[src/rtl/hrbp_pkg.sv]
`default_nettype none

package hrbp_pkg;

    localparam int unsigned LENGTH_BITS_DEF = 32;
    localparam int unsigned OUT_LEN_BITS    = 32;

    localparam logic [7:0] CHAR_SP    = 8'h20;
    localparam logic [7:0] CHAR_CR    = 8'h0D;
    localparam logic [7:0] CHAR_LF    = 8'h0A;
    localparam logic [7:0] CHAR_COLON = 8'h3A;
    localparam logic [7:0] CHAR_ZERO  = 8'h30;
    localparam logic [7:0] CHAR_NINE  = 8'h39;
    localparam logic [7:0] CHAR_UP_A  = 8'h41;
    localparam logic [7:0] CHAR_UP_Z  = 8'h5A;
    localparam logic [7:0] CASE_DIFF  = 8'h20;

    localparam logic [3:0] POS_MAX = 4'd15;

    localparam logic [127:0] TXT_GET     = {"get", 104'h0};
    localparam logic [127:0] TXT_POST    = {"post", 96'h0};
    localparam logic [127:0] TXT_HEAD    = {"head", 96'h0};
    localparam logic [127:0] TXT_VERSION = {"http/1.1", 64'h0};
    localparam logic [127:0] TXT_CLEN    = {"content-length", 16'h0};
    localparam logic [127:0] TXT_CONN    = {"connection", 48'h0};
    localparam logic [127:0] TXT_ALIVE   = {"keep-alive", 48'h0};

    typedef enum logic [2:0] {
        WORD_GET,
        WORD_POST,
        WORD_HEAD,
        WORD_VERSION,
        WORD_CLEN,
        WORD_CONN,
        WORD_ALIVE
    } t_word;

    typedef enum logic [1:0] {
        PH_LINE,
        PH_HEADER,
        PH_BODY,
        PH_DONE
    } t_phase;

    typedef enum logic [2:0] {
        LS_METHOD_START,
        LS_METHOD,
        LS_URI_START,
        LS_URI,
        LS_VERSION,
        LS_LF
    } t_line;

    typedef enum logic [2:0] {
        HS_KEY_START,
        HS_KEY,
        HS_SPACE,
        HS_VAL_START,
        HS_VAL,
        HS_LF,
        HS_END_LF
    } t_hdr;

    typedef enum logic [1:0] {
        FIN_RUN,
        FIN_DONE,
        FIN_ERR
    } t_finish;

    typedef enum logic [2:0] {
        ROLE_METHOD,
        ROLE_URI,
        ROLE_VERSION,
        ROLE_KEY,
        ROLE_VALUE,
        ROLE_BODY,
        ROLE_DELIM,
        ROLE_IGNORED
    } t_role;

    typedef enum logic [1:0] {
        METH_NONE,
        METH_GET,
        METH_POST,
        METH_HEAD
    } t_method;

    typedef enum logic [1:0] {
        KIND_NONE,
        KIND_LENGTH,
        KIND_CONN
    } t_kind;

    typedef struct packed {
        logic       start_req;
        logic [7:0] data_byte;
    } t_beat;

    typedef struct packed {
        t_finish                  status;
        t_role                    byte_role;
        t_method                  method_code;
        logic                     conn_persist;
        logic [OUT_LEN_BITS-1:0]  body_length;
        logic [7:0]               echo_byte;
    } t_result;

    function automatic logic [7:0] to_lower(input logic [7:0] c);
        logic [7:0] r;
        r = c;
        if (c >= CHAR_UP_A && c <= CHAR_UP_Z) begin
            r = c + CASE_DIFF;
        end
        return r;
    endfunction

    function automatic logic [3:0] word_len(input t_word w);
        logic [3:0] r;
        case (w)
            WORD_GET:     r = 4'd3;
            WORD_POST:    r = 4'd4;
            WORD_HEAD:    r = 4'd4;
            WORD_VERSION: r = 4'd8;
            WORD_CLEN:    r = 4'd14;
            WORD_CONN:    r = 4'd10;
            WORD_ALIVE:   r = 4'd10;
            default:      r = 4'd0;
        endcase
        return r;
    endfunction

    function automatic logic [127:0] word_text(input t_word w);
        logic [127:0] r;
        case (w)
            WORD_GET:     r = TXT_GET;
            WORD_POST:    r = TXT_POST;
            WORD_HEAD:    r = TXT_HEAD;
            WORD_VERSION: r = TXT_VERSION;
            WORD_CLEN:    r = TXT_CLEN;
            WORD_CONN:    r = TXT_CONN;
            WORD_ALIVE:   r = TXT_ALIVE;
            default:      r = '0;
        endcase
        return r;
    endfunction

    function automatic logic word_hit(input t_word w, input logic [3:0] pos,
                                      input logic [7:0] lc);
        logic [127:0] txt;
        logic [6:0]   base;
        txt  = word_text(w);
        base = 7'd127 - {pos, 3'b000};
        return (pos < word_len(w)) && (txt[base -: 8] == lc);
    endfunction

    function automatic logic word_end(input t_word w, input logic [3:0] pos);
        return word_len(w) == pos;
    endfunction

    function automatic logic [3:0] pos_inc(input logic [3:0] pos);
        return (pos == POS_MAX) ? pos : pos + 4'd1;
    endfunction

    function automatic logic [2:0] feed_methods(input logic [2:0] cand,
                                                input logic [3:0] pos,
                                                input logic [7:0] lc);
        return cand & {word_hit(WORD_HEAD, pos, lc), word_hit(WORD_POST, pos, lc),
                       word_hit(WORD_GET, pos, lc)};
    endfunction

    function automatic logic [2:0] feed_keys(input logic [2:0] cand,
                                             input logic [3:0] pos,
                                             input logic [7:0] lc);
        return {cand[2], cand[1:0] & {word_hit(WORD_CONN, pos, lc),
                                      word_hit(WORD_CLEN, pos, lc)}};
    endfunction

    function automatic logic [2:0] feed_single(input logic [2:0] cand, input t_word w,
                                               input logic [3:0] pos,
                                               input logic [7:0] lc);
        return {cand[2:1], cand[0] & word_hit(w, pos, lc)};
    endfunction

    function automatic t_method end_methods(input logic [2:0] cand,
                                            input logic [3:0] pos);
        t_method r;
        r = METH_NONE;
        if (cand[0] && word_end(WORD_GET, pos)) begin
            r = METH_GET;
        end else if (cand[1] && word_end(WORD_POST, pos)) begin
            r = METH_POST;
        end else if (cand[2] && word_end(WORD_HEAD, pos)) begin
            r = METH_HEAD;
        end
        return r;
    endfunction

    function automatic t_kind end_keys(input logic [2:0] cand, input logic [3:0] pos);
        t_kind r;
        r = KIND_NONE;
        if (cand[0] && word_end(WORD_CLEN, pos)) begin
            r = KIND_LENGTH;
        end else if (cand[1] && word_end(WORD_CONN, pos)) begin
            r = KIND_CONN;
        end
        return r;
    endfunction

endpackage

`default_nettype wire

[src/rtl/hrbp_if.sv]
`default_nettype none

interface hrbp_in_if;
    logic       valid;
    logic       ready;
    logic       start_req;
    logic [7:0] data_byte;

    modport source (output valid, output start_req, output data_byte, input ready);
    modport sink   (input valid, input start_req, input data_byte, output ready);
endinterface

interface hrbp_out_if;
    logic                                valid;
    logic                                ready;
    logic [1:0]                          status;
    logic [2:0]                          byte_role;
    logic [1:0]                          method_code;
    logic                                conn_persist;
    logic [hrbp_pkg::OUT_LEN_BITS-1:0]   body_length;
    logic [7:0]                          echo_byte;

    modport source (output valid, output status, output byte_role, output method_code,
                    output conn_persist, output body_length, output echo_byte,
                    input ready);
    modport sink   (input valid, input status, input byte_role, input method_code,
                    input conn_persist, input body_length, input echo_byte,
                    output ready);
endinterface

`default_nettype wire

[src/rtl/hrbp_in_stage.sv]
`default_nettype none

module hrbp_in_stage (
    input  logic             i_clk,
    input  logic             i_rst_n,
    hrbp_in_if.sink          i_req,
    input  logic             i_advance,
    output logic             o_valid,
    output hrbp_pkg::t_beat  o_beat
);

    logic            r_valid;
    hrbp_pkg::t_beat r_beat;
    logic            w_take;

    assign i_req.ready = !r_valid || i_advance;
    assign w_take      = i_req.valid && i_req.ready;

    always_ff @(posedge i_clk) begin
        if (!i_rst_n) begin
            r_valid <= 1'b0;
        end else if (w_take) begin
            r_valid <= 1'b1;
        end else if (i_advance) begin
            r_valid <= 1'b0;
        end
    end

    always_ff @(posedge i_clk) begin
        if (w_take) begin
            r_beat.start_req <= i_req.start_req;
            r_beat.data_byte <= i_req.data_byte;
        end
    end

    assign o_valid = r_valid;
    assign o_beat  = r_beat;

endmodule

`default_nettype wire

[src/rtl/hrbp_parse.sv]
`default_nettype none

module hrbp_parse #(
    parameter int unsigned LENGTH_BITS = hrbp_pkg::LENGTH_BITS_DEF
) (
    input  logic               i_clk,
    input  logic               i_rst_n,
    input  logic               i_advance,
    input  hrbp_pkg::t_beat    i_beat,
    output hrbp_pkg::t_result  o_result
);

    hrbp_pkg::t_phase  r_phase,  s_phase,  n_phase;
    hrbp_pkg::t_line   r_line,   s_line,   n_line;
    hrbp_pkg::t_hdr    r_hdr,    s_hdr,    n_hdr;
    hrbp_pkg::t_kind   r_kind,   s_kind,   n_kind;
    hrbp_pkg::t_method r_method, s_method, n_method;
    hrbp_pkg::t_finish r_finish, s_finish, n_finish;
    logic [3:0]             r_pos,    s_pos,    n_pos;
    logic [2:0]             r_cand,   s_cand,   n_cand;
    logic                   r_alive,  s_alive,  n_alive;
    logic [LENGTH_BITS-1:0] r_len,    s_len,    n_len;
    logic [LENGTH_BITS-1:0] r_rem,    s_rem,    n_rem;

    hrbp_pkg::t_role        w_role;
    logic [7:0]             w_byte;
    logic [7:0]             w_lc;
    logic [LENGTH_BITS-1:0] w_rem_dec;

    logic [2:0]             vf_cand_in, vf_cand;
    logic [3:0]             vf_pos_in,  vf_pos;
    logic [LENGTH_BITS-1:0] vf_len_in,  vf_len;
    logic [3:0]             vf_d;
    logic                   vf_digit;
    logic [LENGTH_BITS+3:0] vf_mul;

    assign w_byte = i_beat.data_byte;
    assign w_lc   = hrbp_pkg::to_lower(w_byte);

    always_comb begin
        if (i_beat.start_req) begin
            s_phase  = hrbp_pkg::PH_LINE;
            s_line   = hrbp_pkg::LS_METHOD_START;
            s_hdr    = hrbp_pkg::HS_KEY_START;
            s_kind   = hrbp_pkg::KIND_NONE;
            s_method = hrbp_pkg::METH_NONE;
            s_finish = hrbp_pkg::FIN_RUN;
            s_pos    = '0;
            s_cand   = 3'b111;
            s_alive  = 1'b0;
            s_len    = '0;
            s_rem    = '0;
        end else begin
            s_phase  = r_phase;
            s_line   = r_line;
            s_hdr    = r_hdr;
            s_kind   = r_kind;
            s_method = r_method;
            s_finish = r_finish;
            s_pos    = r_pos;
            s_cand   = r_cand;
            s_alive  = r_alive;
            s_len    = r_len;
            s_rem    = r_rem;
        end
    end

    // header value feed, shared by the first and later value bytes
    always_comb begin
        if (s_hdr == hrbp_pkg::HS_VAL_START) begin
            vf_cand_in = 3'b001;
            vf_pos_in  = '0;
            vf_len_in  = (s_kind == hrbp_pkg::KIND_LENGTH) ? '0 : s_len;
        end else begin
            vf_cand_in = s_cand;
            vf_pos_in  = s_pos;
            vf_len_in  = s_len;
        end
        vf_digit = (w_byte >= hrbp_pkg::CHAR_ZERO) && (w_byte <= hrbp_pkg::CHAR_NINE);
        vf_d     = 4'(w_byte - hrbp_pkg::CHAR_ZERO);
        vf_mul   = {1'b0, vf_len_in, 3'b000} + {3'b000, vf_len_in, 1'b0}
                 + {{LENGTH_BITS{1'b0}}, vf_d};
        vf_cand  = vf_cand_in;
        vf_pos   = vf_pos_in;
        vf_len   = vf_len_in;
        case (s_kind)
            hrbp_pkg::KIND_LENGTH: begin
                if (vf_cand_in[0]) begin
                    if (vf_digit) begin
                        vf_cand[1] = 1'b1;
                        vf_len = (vf_mul[LENGTH_BITS+3:LENGTH_BITS] != 4'd0)
                               ? {LENGTH_BITS{1'b1}} : vf_mul[LENGTH_BITS-1:0];
                    end else begin
                        vf_cand[0] = 1'b0;
                    end
                end
            end
            hrbp_pkg::KIND_CONN: begin
                vf_cand = hrbp_pkg::feed_single(vf_cand_in, hrbp_pkg::WORD_ALIVE,
                                                vf_pos_in, w_lc);
                vf_pos  = hrbp_pkg::pos_inc(vf_pos_in);
            end
            default: begin
            end
        endcase
    end

    assign w_rem_dec = (s_rem != '0) ? s_rem - LENGTH_BITS'(1) : s_rem;

    always_comb begin
        n_phase  = s_phase;
        n_line   = s_line;
        n_hdr    = s_hdr;
        n_kind   = s_kind;
        n_method = s_method;
        n_finish = s_finish;
        n_pos    = s_pos;
        n_cand   = s_cand;
        n_alive  = s_alive;
        n_len    = s_len;
        n_rem    = s_rem;
        w_role   = hrbp_pkg::ROLE_IGNORED;
        if (s_finish == hrbp_pkg::FIN_RUN) begin
            unique case (s_phase)
                hrbp_pkg::PH_LINE: begin
                    unique case (s_line)
                        hrbp_pkg::LS_METHOD_START: begin
                            n_cand = hrbp_pkg::feed_methods(3'b111, 4'd0, w_lc);
                            n_pos  = hrbp_pkg::pos_inc(4'd0);
                            n_line = hrbp_pkg::LS_METHOD;
                            w_role = hrbp_pkg::ROLE_METHOD;
                        end
                        hrbp_pkg::LS_METHOD: begin
                            if (w_byte != hrbp_pkg::CHAR_SP) begin
                                n_cand = hrbp_pkg::feed_methods(s_cand, s_pos, w_lc);
                                n_pos  = hrbp_pkg::pos_inc(s_pos);
                                w_role = hrbp_pkg::ROLE_METHOD;
                            end else begin
                                n_method = hrbp_pkg::end_methods(s_cand, s_pos);
                                if (n_method == hrbp_pkg::METH_NONE) begin
                                    n_finish = hrbp_pkg::FIN_ERR;
                                end
                                n_line = hrbp_pkg::LS_URI_START;
                                w_role = hrbp_pkg::ROLE_DELIM;
                            end
                        end
                        hrbp_pkg::LS_URI_START: begin
                            n_line = hrbp_pkg::LS_URI;
                            w_role = hrbp_pkg::ROLE_URI;
                        end
                        hrbp_pkg::LS_URI: begin
                            if (w_byte != hrbp_pkg::CHAR_SP) begin
                                w_role = hrbp_pkg::ROLE_URI;
                            end else begin
                                n_pos  = '0;
                                n_cand = 3'b001;
                                n_line = hrbp_pkg::LS_VERSION;
                                w_role = hrbp_pkg::ROLE_DELIM;
                            end
                        end
                        hrbp_pkg::LS_VERSION: begin
                            if (w_byte != hrbp_pkg::CHAR_CR) begin
                                n_cand = hrbp_pkg::feed_single(s_cand, hrbp_pkg::WORD_VERSION,
                                                               s_pos, w_lc);
                                n_pos  = hrbp_pkg::pos_inc(s_pos);
                                w_role = hrbp_pkg::ROLE_VERSION;
                            end else begin
                                if (!(s_cand[0] &&
                                      hrbp_pkg::word_end(hrbp_pkg::WORD_VERSION, s_pos))) begin
                                    n_finish = hrbp_pkg::FIN_ERR;
                                end
                                n_line = hrbp_pkg::LS_LF;
                                w_role = hrbp_pkg::ROLE_DELIM;
                            end
                        end
                        hrbp_pkg::LS_LF: begin
                            if (w_byte == hrbp_pkg::CHAR_LF) begin
                                n_phase = hrbp_pkg::PH_HEADER;
                                n_hdr   = hrbp_pkg::HS_KEY_START;
                            end else begin
                                n_finish = hrbp_pkg::FIN_ERR;
                            end
                            w_role = hrbp_pkg::ROLE_DELIM;
                        end
                        default: begin
                        end
                    endcase
                end
                hrbp_pkg::PH_HEADER: begin
                    unique case (s_hdr)
                        hrbp_pkg::HS_KEY_START: begin
                            if (w_byte == hrbp_pkg::CHAR_CR) begin
                                n_hdr  = hrbp_pkg::HS_END_LF;
                                w_role = hrbp_pkg::ROLE_DELIM;
                            end else begin
                                n_cand = hrbp_pkg::feed_keys(3'b011, 4'd0, w_lc);
                                n_pos  = hrbp_pkg::pos_inc(4'd0);
                                n_hdr  = hrbp_pkg::HS_KEY;
                                w_role = hrbp_pkg::ROLE_KEY;
                            end
                        end
                        hrbp_pkg::HS_KEY: begin
                            if (w_byte != hrbp_pkg::CHAR_COLON) begin
                                n_cand = hrbp_pkg::feed_keys(s_cand, s_pos, w_lc);
                                n_pos  = hrbp_pkg::pos_inc(s_pos);
                                w_role = hrbp_pkg::ROLE_KEY;
                            end else begin
                                n_kind = hrbp_pkg::end_keys(s_cand, s_pos);
                                n_hdr  = hrbp_pkg::HS_SPACE;
                                w_role = hrbp_pkg::ROLE_DELIM;
                            end
                        end
                        hrbp_pkg::HS_SPACE: begin
                            if (w_byte == hrbp_pkg::CHAR_SP) begin
                                n_hdr = hrbp_pkg::HS_VAL_START;
                            end else begin
                                n_finish = hrbp_pkg::FIN_ERR;
                            end
                            w_role = hrbp_pkg::ROLE_DELIM;
                        end
                        hrbp_pkg::HS_VAL_START: begin
                            n_cand = vf_cand;
                            n_pos  = vf_pos;
                            n_len  = vf_len;
                            n_hdr  = hrbp_pkg::HS_VAL;
                            w_role = hrbp_pkg::ROLE_VALUE;
                        end
                        hrbp_pkg::HS_VAL: begin
                            if (w_byte != hrbp_pkg::CHAR_CR) begin
                                n_cand = vf_cand;
                                n_pos  = vf_pos;
                                n_len  = vf_len;
                                w_role = hrbp_pkg::ROLE_VALUE;
                            end else begin
                                if (s_kind == hrbp_pkg::KIND_LENGTH && !s_cand[1]) begin
                                    n_finish = hrbp_pkg::FIN_ERR;
                                end
                                if (s_kind == hrbp_pkg::KIND_CONN && s_cand[0] &&
                                    hrbp_pkg::word_end(hrbp_pkg::WORD_ALIVE, s_pos)) begin
                                    n_alive = 1'b1;
                                end
                                n_hdr  = hrbp_pkg::HS_LF;
                                w_role = hrbp_pkg::ROLE_DELIM;
                            end
                        end
                        hrbp_pkg::HS_LF: begin
                            if (w_byte == hrbp_pkg::CHAR_LF) begin
                                n_hdr = hrbp_pkg::HS_KEY_START;
                            end else begin
                                n_finish = hrbp_pkg::FIN_ERR;
                            end
                            w_role = hrbp_pkg::ROLE_DELIM;
                        end
                        hrbp_pkg::HS_END_LF: begin
                            if (w_byte != hrbp_pkg::CHAR_LF) begin
                                n_finish = hrbp_pkg::FIN_ERR;
                            end else if (s_method == hrbp_pkg::METH_POST && s_len != '0) begin
                                n_phase = hrbp_pkg::PH_BODY;
                                n_rem   = s_len;
                            end else begin
                                n_phase  = hrbp_pkg::PH_DONE;
                                n_finish = hrbp_pkg::FIN_DONE;
                            end
                            w_role = hrbp_pkg::ROLE_DELIM;
                        end
                        default: begin
                        end
                    endcase
                end
                hrbp_pkg::PH_BODY: begin
                    n_rem  = w_rem_dec;
                    w_role = hrbp_pkg::ROLE_BODY;
                    if (w_rem_dec == '0) begin
                        n_phase  = hrbp_pkg::PH_DONE;
                        n_finish = hrbp_pkg::FIN_DONE;
                    end
                end
                hrbp_pkg::PH_DONE: begin
                end
                default: begin
                end
            endcase
        end
    end

    always_ff @(posedge i_clk) begin
        if (!i_rst_n) begin
            r_phase  <= hrbp_pkg::PH_LINE;
            r_line   <= hrbp_pkg::LS_METHOD_START;
            r_hdr    <= hrbp_pkg::HS_KEY_START;
            r_kind   <= hrbp_pkg::KIND_NONE;
            r_method <= hrbp_pkg::METH_NONE;
            r_finish <= hrbp_pkg::FIN_RUN;
            r_pos    <= '0;
            r_cand   <= 3'b111;
            r_alive  <= 1'b0;
            r_len    <= '0;
            r_rem    <= '0;
        end else if (i_advance) begin
            r_phase  <= n_phase;
            r_line   <= n_line;
            r_hdr    <= n_hdr;
            r_kind   <= n_kind;
            r_method <= n_method;
            r_finish <= n_finish;
            r_pos    <= n_pos;
            r_cand   <= n_cand;
            r_alive  <= n_alive;
            r_len    <= n_len;
            r_rem    <= n_rem;
        end
    end

    always_comb begin
        o_result.status       = n_finish;
        o_result.byte_role    = w_role;
        o_result.method_code  = n_method;
        o_result.conn_persist = n_alive;
        o_result.body_length  = hrbp_pkg::OUT_LEN_BITS'(n_len);
        o_result.echo_byte    = w_byte;
    end

endmodule

`default_nettype wire

[src/rtl/hrbp_out_stage.sv]
`default_nettype none

module hrbp_out_stage (
    input  logic               i_clk,
    input  logic               i_rst_n,
    input  logic               i_load,
    input  hrbp_pkg::t_result  i_result,
    output logic               o_space,
    hrbp_out_if.source         o_res
);

    logic              r_valid;
    hrbp_pkg::t_result r_result;

    assign o_space = !r_valid || o_res.ready;

    always_ff @(posedge i_clk) begin
        if (!i_rst_n) begin
            r_valid <= 1'b0;
        end else if (i_load) begin
            r_valid <= 1'b1;
        end else if (o_res.ready) begin
            r_valid <= 1'b0;
        end
    end

    always_ff @(posedge i_clk) begin
        if (i_load) begin
            r_result <= i_result;
        end
    end

    assign o_res.valid        = r_valid;
    assign o_res.status       = r_result.status;
    assign o_res.byte_role    = r_result.byte_role;
    assign o_res.method_code  = r_result.method_code;
    assign o_res.conn_persist = r_result.conn_persist;
    assign o_res.body_length  = r_result.body_length;
    assign o_res.echo_byte    = r_result.echo_byte;

endmodule

`default_nettype wire

[src/rtl/http_request_byte_parser_core.sv]
// HTTP/1.1 request parser, one byte per beat.
// i_req (valid/ready) carries start_req and data_byte; start_req clears all
// parse state before its byte is parsed. o_res (valid/ready) returns one
// result beat per input beat: status, byte_role, method_code, conn_persist,
// body_length (low 32 bits, saturating) and the echoed byte.
// Path: a beat accepted into the input register has its result loaded into
// the output register, which raises o_res.valid, once the output side is free.
// Throughput: one beat per cycle while o_res.ready stays high; the parse
// step is one pass of compare and state-update logic plus a shift-add for
// the decimal length, between the input register and the result register.
// Reset: synchronous, active low; both registers empty, parse state set to
// the start of a request line.
// Stall: when o_res.ready is low a waiting result holds, the input register
// holds its beat and i_req.ready drops once that register is full; no beat
// is dropped or repeated.
`default_nettype none

module http_request_byte_parser_core #(
    parameter int unsigned LENGTH_BITS = hrbp_pkg::LENGTH_BITS_DEF
) (
    input  logic        i_clk,
    input  logic        i_rst_n,
    hrbp_in_if.sink     i_req,
    hrbp_out_if.source  o_res
);

    logic              w_in_valid;
    hrbp_pkg::t_beat   w_beat;
    hrbp_pkg::t_result w_result;
    logic              w_space;
    logic              w_advance;

    assign w_advance = w_in_valid && w_space;

    hrbp_in_stage u_in (
        .i_clk     (i_clk),
        .i_rst_n   (i_rst_n),
        .i_req     (i_req),
        .i_advance (w_advance),
        .o_valid   (w_in_valid),
        .o_beat    (w_beat)
    );

    hrbp_parse #(
        .LENGTH_BITS (LENGTH_BITS)
    ) u_parse (
        .i_clk     (i_clk),
        .i_rst_n   (i_rst_n),
        .i_advance (w_advance),
        .i_beat    (w_beat),
        .o_result  (w_result)
    );

    hrbp_out_stage u_out (
        .i_clk    (i_clk),
        .i_rst_n  (i_rst_n),
        .i_load   (w_advance),
        .i_result (w_result),
        .o_space  (w_space),
        .o_res    (o_res)
    );

endmodule

`default_nettype wire
[src/flat_wrapper.sv]
// flat-port wrapper written by rule: the top's interface ports become plain ports
module http_request_byte_parser_core_flat 
#(
    parameter int unsigned LENGTH_BITS = hrbp_pkg::LENGTH_BITS_DEF
)
  (i_clk, i_rst_n, i_req_valid, i_req_start_req, i_req_data_byte, i_req_ready, o_res_valid, o_res_status, o_res_byte_role, o_res_method_code, o_res_conn_persist, o_res_body_length, o_res_echo_byte, o_res_ready);
  hrbp_in_if i_req_i ();
  hrbp_out_if o_res_i ();
  input  logic i_clk;
  input  logic i_rst_n;
  input wire logic [$bits(i_req_i.valid)-1:0] i_req_valid;
  input wire logic [$bits(i_req_i.start_req)-1:0] i_req_start_req;
  input wire logic [$bits(i_req_i.data_byte)-1:0] i_req_data_byte;
  output wire logic [$bits(i_req_i.ready)-1:0] i_req_ready;
  output wire logic [$bits(o_res_i.valid)-1:0] o_res_valid;
  output wire logic [$bits(o_res_i.status)-1:0] o_res_status;
  output wire logic [$bits(o_res_i.byte_role)-1:0] o_res_byte_role;
  output wire logic [$bits(o_res_i.method_code)-1:0] o_res_method_code;
  output wire logic [$bits(o_res_i.conn_persist)-1:0] o_res_conn_persist;
  output wire logic [$bits(o_res_i.body_length)-1:0] o_res_body_length;
  output wire logic [$bits(o_res_i.echo_byte)-1:0] o_res_echo_byte;
  input wire logic [$bits(o_res_i.ready)-1:0] o_res_ready;
  assign i_req_i.valid = i_req_valid;
  assign i_req_i.start_req = i_req_start_req;
  assign i_req_i.data_byte = i_req_data_byte;
  assign i_req_ready = i_req_i.ready;
  assign o_res_valid = o_res_i.valid;
  assign o_res_status = o_res_i.status;
  assign o_res_byte_role = o_res_i.byte_role;
  assign o_res_method_code = o_res_i.method_code;
  assign o_res_conn_persist = o_res_i.conn_persist;
  assign o_res_body_length = o_res_i.body_length;
  assign o_res_echo_byte = o_res_i.echo_byte;
  assign o_res_i.ready = o_res_ready;
  http_request_byte_parser_core #(.LENGTH_BITS(LENGTH_BITS)) u_core (.i_clk(i_clk), .i_rst_n(i_rst_n), .i_req(i_req_i), .o_res(o_res_i));
endmodule
[config.mk]
export PLATFORM = sky130hd
export DESIGN_NAME = http_request_byte_parser_core_flat
export DESIGN_NICKNAME = d
export VERILOG_FILES = /design/src/rtl/hrbp_pkg.sv /design/src/rtl/hrbp_if.sv /design/src/rtl/hrbp_in_stage.sv /design/src/rtl/hrbp_parse.sv /design/src/rtl/hrbp_out_stage.sv /design/src/rtl/http_request_byte_parser_core.sv /design/src/flat_wrapper.sv
export SDC_FILE = /design/constraint.sdc
export NUM_CORES = 1
export LEC_CHECK = 0
export BUFFER_PORTS_ARGS = -buffer_cell sky130_fd_sc_hd__buf_2
export CAP_MARGIN = 20
export CORE_UTILIZATION = 45
export CTS_CLUSTER_SIZE = 20
export DETAILED_ROUTE_END_ITERATION = 8
export GPL_ROUTABILITY_DRIVEN = 0
export HOLD_SLACK_MARGIN = 0.06
export SLEW_MARGIN = 20
export SYNTH_ARGS = -nofsm -noshare
export SYNTH_HDL_FRONTEND = slang
export SYNTH_HIERARCHICAL = 1
export SYNTH_SLANG_ARGS = --single-unit
[constraint.sdc]
create_clock -name i_clk -period 7.8 [get_ports i_clk]
set_clock_uncertainty 0.05 [all_clocks]
set_input_delay 0.39 -clock i_clk [delete_from_list [all_inputs] [get_ports i_clk]]
set_output_delay 0.39 -clock i_clk [all_outputs]
set_load 0.005 [all_outputs]
# Word level (Yosys, flattened, before mapping)
# Cells that the tools add are included.
# word_totals
out_inout_bits	50
reg_bits	145
# classes
n_bitwise	4
n_eq_ne	44
shift	7
add_sub_neg	9
order_cmp	14
reduce_logical	43
mux	239
# ops
operator	count
$mux W128	42
$shiftx A135 B8 Y8	7
$mux W32	16
$mux W4	79
$pmux W32 S2	2
$eq A8 B8 Y1	12
$mux W2	42
$mux W3	26
$reduce_bool A32 Y1	2
$add A35 B33 Y36	1
$add A36 B4 Y36	1
$pmux W3 S6	2
$logic_not A32 Y1	1
$pmux W4 S4	2
$sub A32 B1 Y32 const B	1
$pmux W3 S5	2
$eq A4 B4 Y1	7
$logic_and A1 B1 Y1	26
$lt A4 B4 Y1	6
$pmux W3 S4	2
$pmux W2 S3	3
$eq A8 B4 Y1 const B	2
$lt A1 B4 Y1 const A	4
$ne A8 B4 Y1 const B	2
other kinds (33)	70

# Logic depth before layout (Yosys ltp)
# logic_depth
ltp_word	35
ltp_mapped	28

# Cells and area by module
# The synthesis kept the hierarchy.
# by_module_without_submodules
module	cells_per_inst	seq_area_each_um2	area_per_inst_um2	n_inst
hrbp_parse	1661	1721.7	11408.4	1
hrbp_out_stage	52	1461.4	1490.2	1
hrbp_in_stage	14	290.3	327.8	1
http_request_byte_parser_core	1	0.0	6.3	1

# Least setup slack after synthesis
# OpenSTA, ideal clock, no wires.
# synth_timing
path_kind	register -> register
from	reg u_core.u_in.r_beat (netlist bit u_core/u_in/o_beat[8])
to	reg u_core.u_out.r_result (netlist bit u_core/u_out/o_res.body_length[11]), data pin
arrival_time_ns	6.520
period_less_slack_ns	6.702
required_ns	7.618
setup_slack_ns	1.098
n_path_buf	9
setup_time_ns	0.132
path_stages_with_launch	27
cell_sequence	edfxtp_1 > clkbuf_1 > inv_1 > clkbuf_1 > clkbuf_1 > buf_1 > buf_1 > clkbuf_1 > nand2_1 > ha_1 > a21oi_1 > clkbuf_1 > clkbuf_1 > nand2_1 > fa_1 > inv_1 > ha_1 > a211oi_1 > o21ai_0 > nand4_1 > a211oi_1 > o21ai_0 > or4b_2 > o211a_1 > a21oi_1 > buf_2 > a221o_1
# synth_lines
element	line	text
from (decl)	hrbp_in_stage.sv:13	hrbp_pkg::t_beat r_beat;
to (signal assigned)	hrbp_out_stage.sv:29	r_result <= i_result;
to (decl)	hrbp_out_stage.sv:13	hrbp_pkg::t_result r_result;

==> summary.txt <==
Global routing
  – First-pass GRT wire length: 72500 um
  – Largest net degree at the start of global routing: 63
  – Global route overflow: 0
  – Total track usage: 30.3%
  – Initial antenna violation count: 0
  – Vias in the first global route: 12800

Synth
  – Distinct cells, synth: 90
  – Post-synthesis mux area share: around 2.5%
  – Synthesis-stage register bit count: 145
  – Syn. warnings: 6
  – Synth Area in Simple Gates: 25.0%
  – Largest family of logic cells by synthesized area: compound AO/OA/AOI/OAI gates
  – EDFF count, synth: 57
  – Net Count, Synth: 1828
  – Area fraction in compound gates after synthesis: 28.5%
  – Post-synthesis sequential area ratio: a little over a quarter
  – Post-Syn Area per Cell: 7.66 um2
  – Post-synthesis adder-cell area fraction: 8.42%
  – Syn Std Cell Area: 0.0132 mm2
  – Xor/xnor share of the synthesized area: 3.64%
  – Synth Instances: 1728
  – Ys async rst share: 0%
  – Ys flop type: dfxtp_1

Final layout
  – Most common cell after layout, fill and taps aside: nand2_1
  – Fillcell total: 2816
  – Util after Layout: 49.7%
  – Most frequent cells in the layout: nand2_1, o21ai_0, nor2_1, a21oi_1, dfxtp_1
  – # diodes: 0
  – Layout cells sized above 1: 9.88%
  – Nets: about 1800
  – Finished Cell Area: 0.0143 mm2
  – Area growth syn-to-layout: 8.02%

CTS
  – CTS Buf Count: 17
  – H-Tree Level Count: 4
  – CTS sink cnt: 145
  – Worst-Skew Late Latency: 0.44 ns
  – CTS root buffer: clkbuf_16
  – Post-CTS setup buffer count: 0
  – CTS clk-pin slew, worst paths: 0.07 ns
  – CTS tree: yes
  – Cts hold-fix bufs: 0
  – Resize count post-CTS: 0
  – Max clock buf depth: 2

Timing
  – Max Fclk: 177 MHz
  – Slew Viols, Final: 0
  – Slew headroom: about a quarter
  – RSZ-0062 raised after global routing: no
  – Slew @ Worst Pin: approximately 1.1 ns
  – Final setup violation count: 0
  – TNS Setup: 0 ns
  – Min cycle time layout: 5.66 ns
  – Fin. Hold Viols: 0
  – Post-route clock period utilization: 72.5%

Floorplan
  – Rows: 62
  – Die Wd: 173 um
  – I/O pins: between 60 and 70
  – DIE AREA: 0.0301 mm2
  – Die height: roughly 170 um
  – Core Region: between 0.02 and 0.03 mm2
  – Initial Util: 46.0%

Setup path
  – Worst Setup End Kind: flip-flop
  – Critical path endpoint: u_core/u_out/o_res.body_length[10]
  – CP Launch Type: flip-flop
  – Worst Path Max Fanout: 31
  – Flop2flop setup slack: approximately 2.1 ns
  – CP Class: reg -> reg
  – Number of cells on the worst reg-to-reg path: 16
  – Reg2reg start: u_core/u_parse/r_hdr[0]
  – Worst EP required: 8.05 ns
  – Worst reg2reg path endpoint: u_core/u_out/o_res.body_length[10]
  – Crit. Startpoint: u_core/u_parse/r_hdr[0]
  – CP arrival: 5.91 ns

Routing
  – Post-route DRC: 0
  – Drt wl/cell: 22.1 um
  – Vias per cell: 6.50
  – Router iterations before antenna repair: 6
  – Final WL: 46400 um
  – DRT iter0 DRCs: 1750
  – DRT antenna net count: 0
  – Via count: 13700

Worst hold path
  – Min-delay worst type: in -> reg
  – Hold path start: i_req_data_byte[1]

Power
  – Peak VDD IR: 155 uV
  – Pwr Density: approximately 140 mW/mm2
  – Leakage: 5.71 nW

Place
  – Buffers on Ports: just over 60
  – Placed inst area: 0.0137 mm2
  – Post-DP HPWL: 33600 um

Flow run
  – Max cap viols: 0

Status
  – Outcome: complete, no violations
==> power by group <==
part | leakage (nW) | switching (W) | internal, W | total, W
combinational | 4.19 | 0.000187 | 0.0000960 | 0.000283
sequential | 1.24 | 0.0000271 | 0.000814 | 0.000841
clock | 0.285 | 0.000383 | 0.000451 | 0.000834
total | 5.71 | 0.000597 | 0.00136 | 0.00196
==> synth_stat cells, types with 23 or more instances <==
| cell type | number | share of area (%) |
|---|---|---|
| nand2_1 | 197 | 5.6 |
| o21ai_0 | 143 | 5.4 |
| nor2_1 | 132 | 3.7 |
| a21oi_1 | 116 | 4.4 |
| clkbuf_1 | 97 | 2.8 |
| dfxtp_1 | 88 | 13 |
| ha_1 | 85 | 8.0 |
| edfxtp_1 | 57 | 13 |
| inv_1 | 56 | 1.6 |
| nor3_1 | 52 | 2.0 |
| nor2b_1 | 46 | 2.2 |
| and2_1 | 41 | 1.9 |
| nand3_1 | 40 | 1.5 |
| a221o_1 | 35 | 2.6 |
| mux2i_1 | 32 | 2.4 |
| xnor2_1 | 32 | 2.1 |
| nor4_1 | 30 | 1.4 |
| o211ai_1 | 26 | 1.5 |
| a211oi_1 | 24 | 1.4 |
| nand2b_1 | 24 | 1.1 |
| a31oi_1 | 23 | 1.1 |
| xor2_1 | 23 | 1.5 |
==> stage by stage <==
stage	instances	power, W	hold slack (ns)	setup WS (ns)
2_1_floorplan	1728	0.00105	0.400	1.10
3_3_place_gp	2072	0.00113	0.413	2.05
3_5_place_dp	2073	0.00113	0.421	1.95
4_1_cts	2105	0.00196	0.0666	1.90
5_1_grt	2105	0.00203	0.0625	1.80
6_report	2105	0.00196	0.0787	2.14
==> how the worst min path moves through the flow <==
stage | cells after the start | endpoint
final | 1 | u_core/u_in/o_beat[1]
after CTS | 1 | u_core/u_in/o_beat[1]
after global routing | 1 | u_core/u_in/o_beat[1]
after floorplan | 2 | u_core/u_parse/r_phase[1]
after global placement | 2 | u_core/u_parse/r_phase[1]
after detailed placement | 2 | u_core/u_parse/r_phase[1]
==> flip-flops by register name, indices dropped and copies added (netlist names) <==
register                         cells
u_core/u_out/o_res.method_code       2
u_core/u_parse/r_hdr                 3
u_core/u_out/o_res.status            2
u_core/u_parse/r_alive               1
u_core/u_out/o_res.conn_persist      1
u_core/u_out/o_res.body_length      32
u_core/u_in/o_valid                  1
u_core/u_out/o_res.echo_byte         8
u_core/u_parse/r_method              2
u_core/u_parse/r_kind                2
u_core/u_parse/r_cand                3
u_core/u_out/o_res.valid             1
u_core/u_parse/r_pos                 4
u_core/u_parse/r_phase               2
u_core/u_parse/r_len                32
u_core/u_parse/r_finish              2
u_core/u_parse/r_rem                32
u_core/u_in/o_beat                   9
u_core/u_parse/r_line                3
u_core/u_out/o_res.byte_role         3
==> critical path, stage by stage (launching register included) <==
cell	delay (ns)
dfxtp_1	0.49
and3b_1	0.40
a21oi_2	0.19
buf_4	0.27
nand2_1	0.13
fa_1	0.59
inv_1	0.06
ha_1	0.29
a211oi_1	0.10
o21ai_0	0.43
nand4_1	0.20
a211oi_1	0.34
o21ai_0	0.24
or4b_2	0.73
o211a_1	0.18
a21oi_2	0.59
a221o_1	0.21
==> layer usage <==
layer  vias to the layer above  wire length [um]  GRT usage, %
li1                       6376                 -             -
met1                      6462             19400          39.5
met2                       708             21600          49.5
met3                       127              3470          3.90
met4                         0              1940          14.3
met5                         -                 0             0
==> cell type report <==
| type | instances | area [um2] | area share [%] |
|---|---|---|---|
| inverters | 59 | 221 | 1.55 |
| repair buffers | 88 | 505 | 3.54 |
| well taps | 384 | 480 | 3.36 |
| multi-input cells | 1397 | 9040 | 63.2 |
| flip-flops and latches | 145 | 3470 | 24.3 |
| clock inverters | 14 | 148 | 1.03 |
| clock buffers | 18 | 429 | 3.00 |
==> cell families after synthesis <==
logic type | Yosys count
fa+ha+maj | 88
compound gates | 564
buf+inv | 186
xor+xnor | 55
mux | 33
flops | 145
simple gates | 657
(Power assumes the default switching activity.)
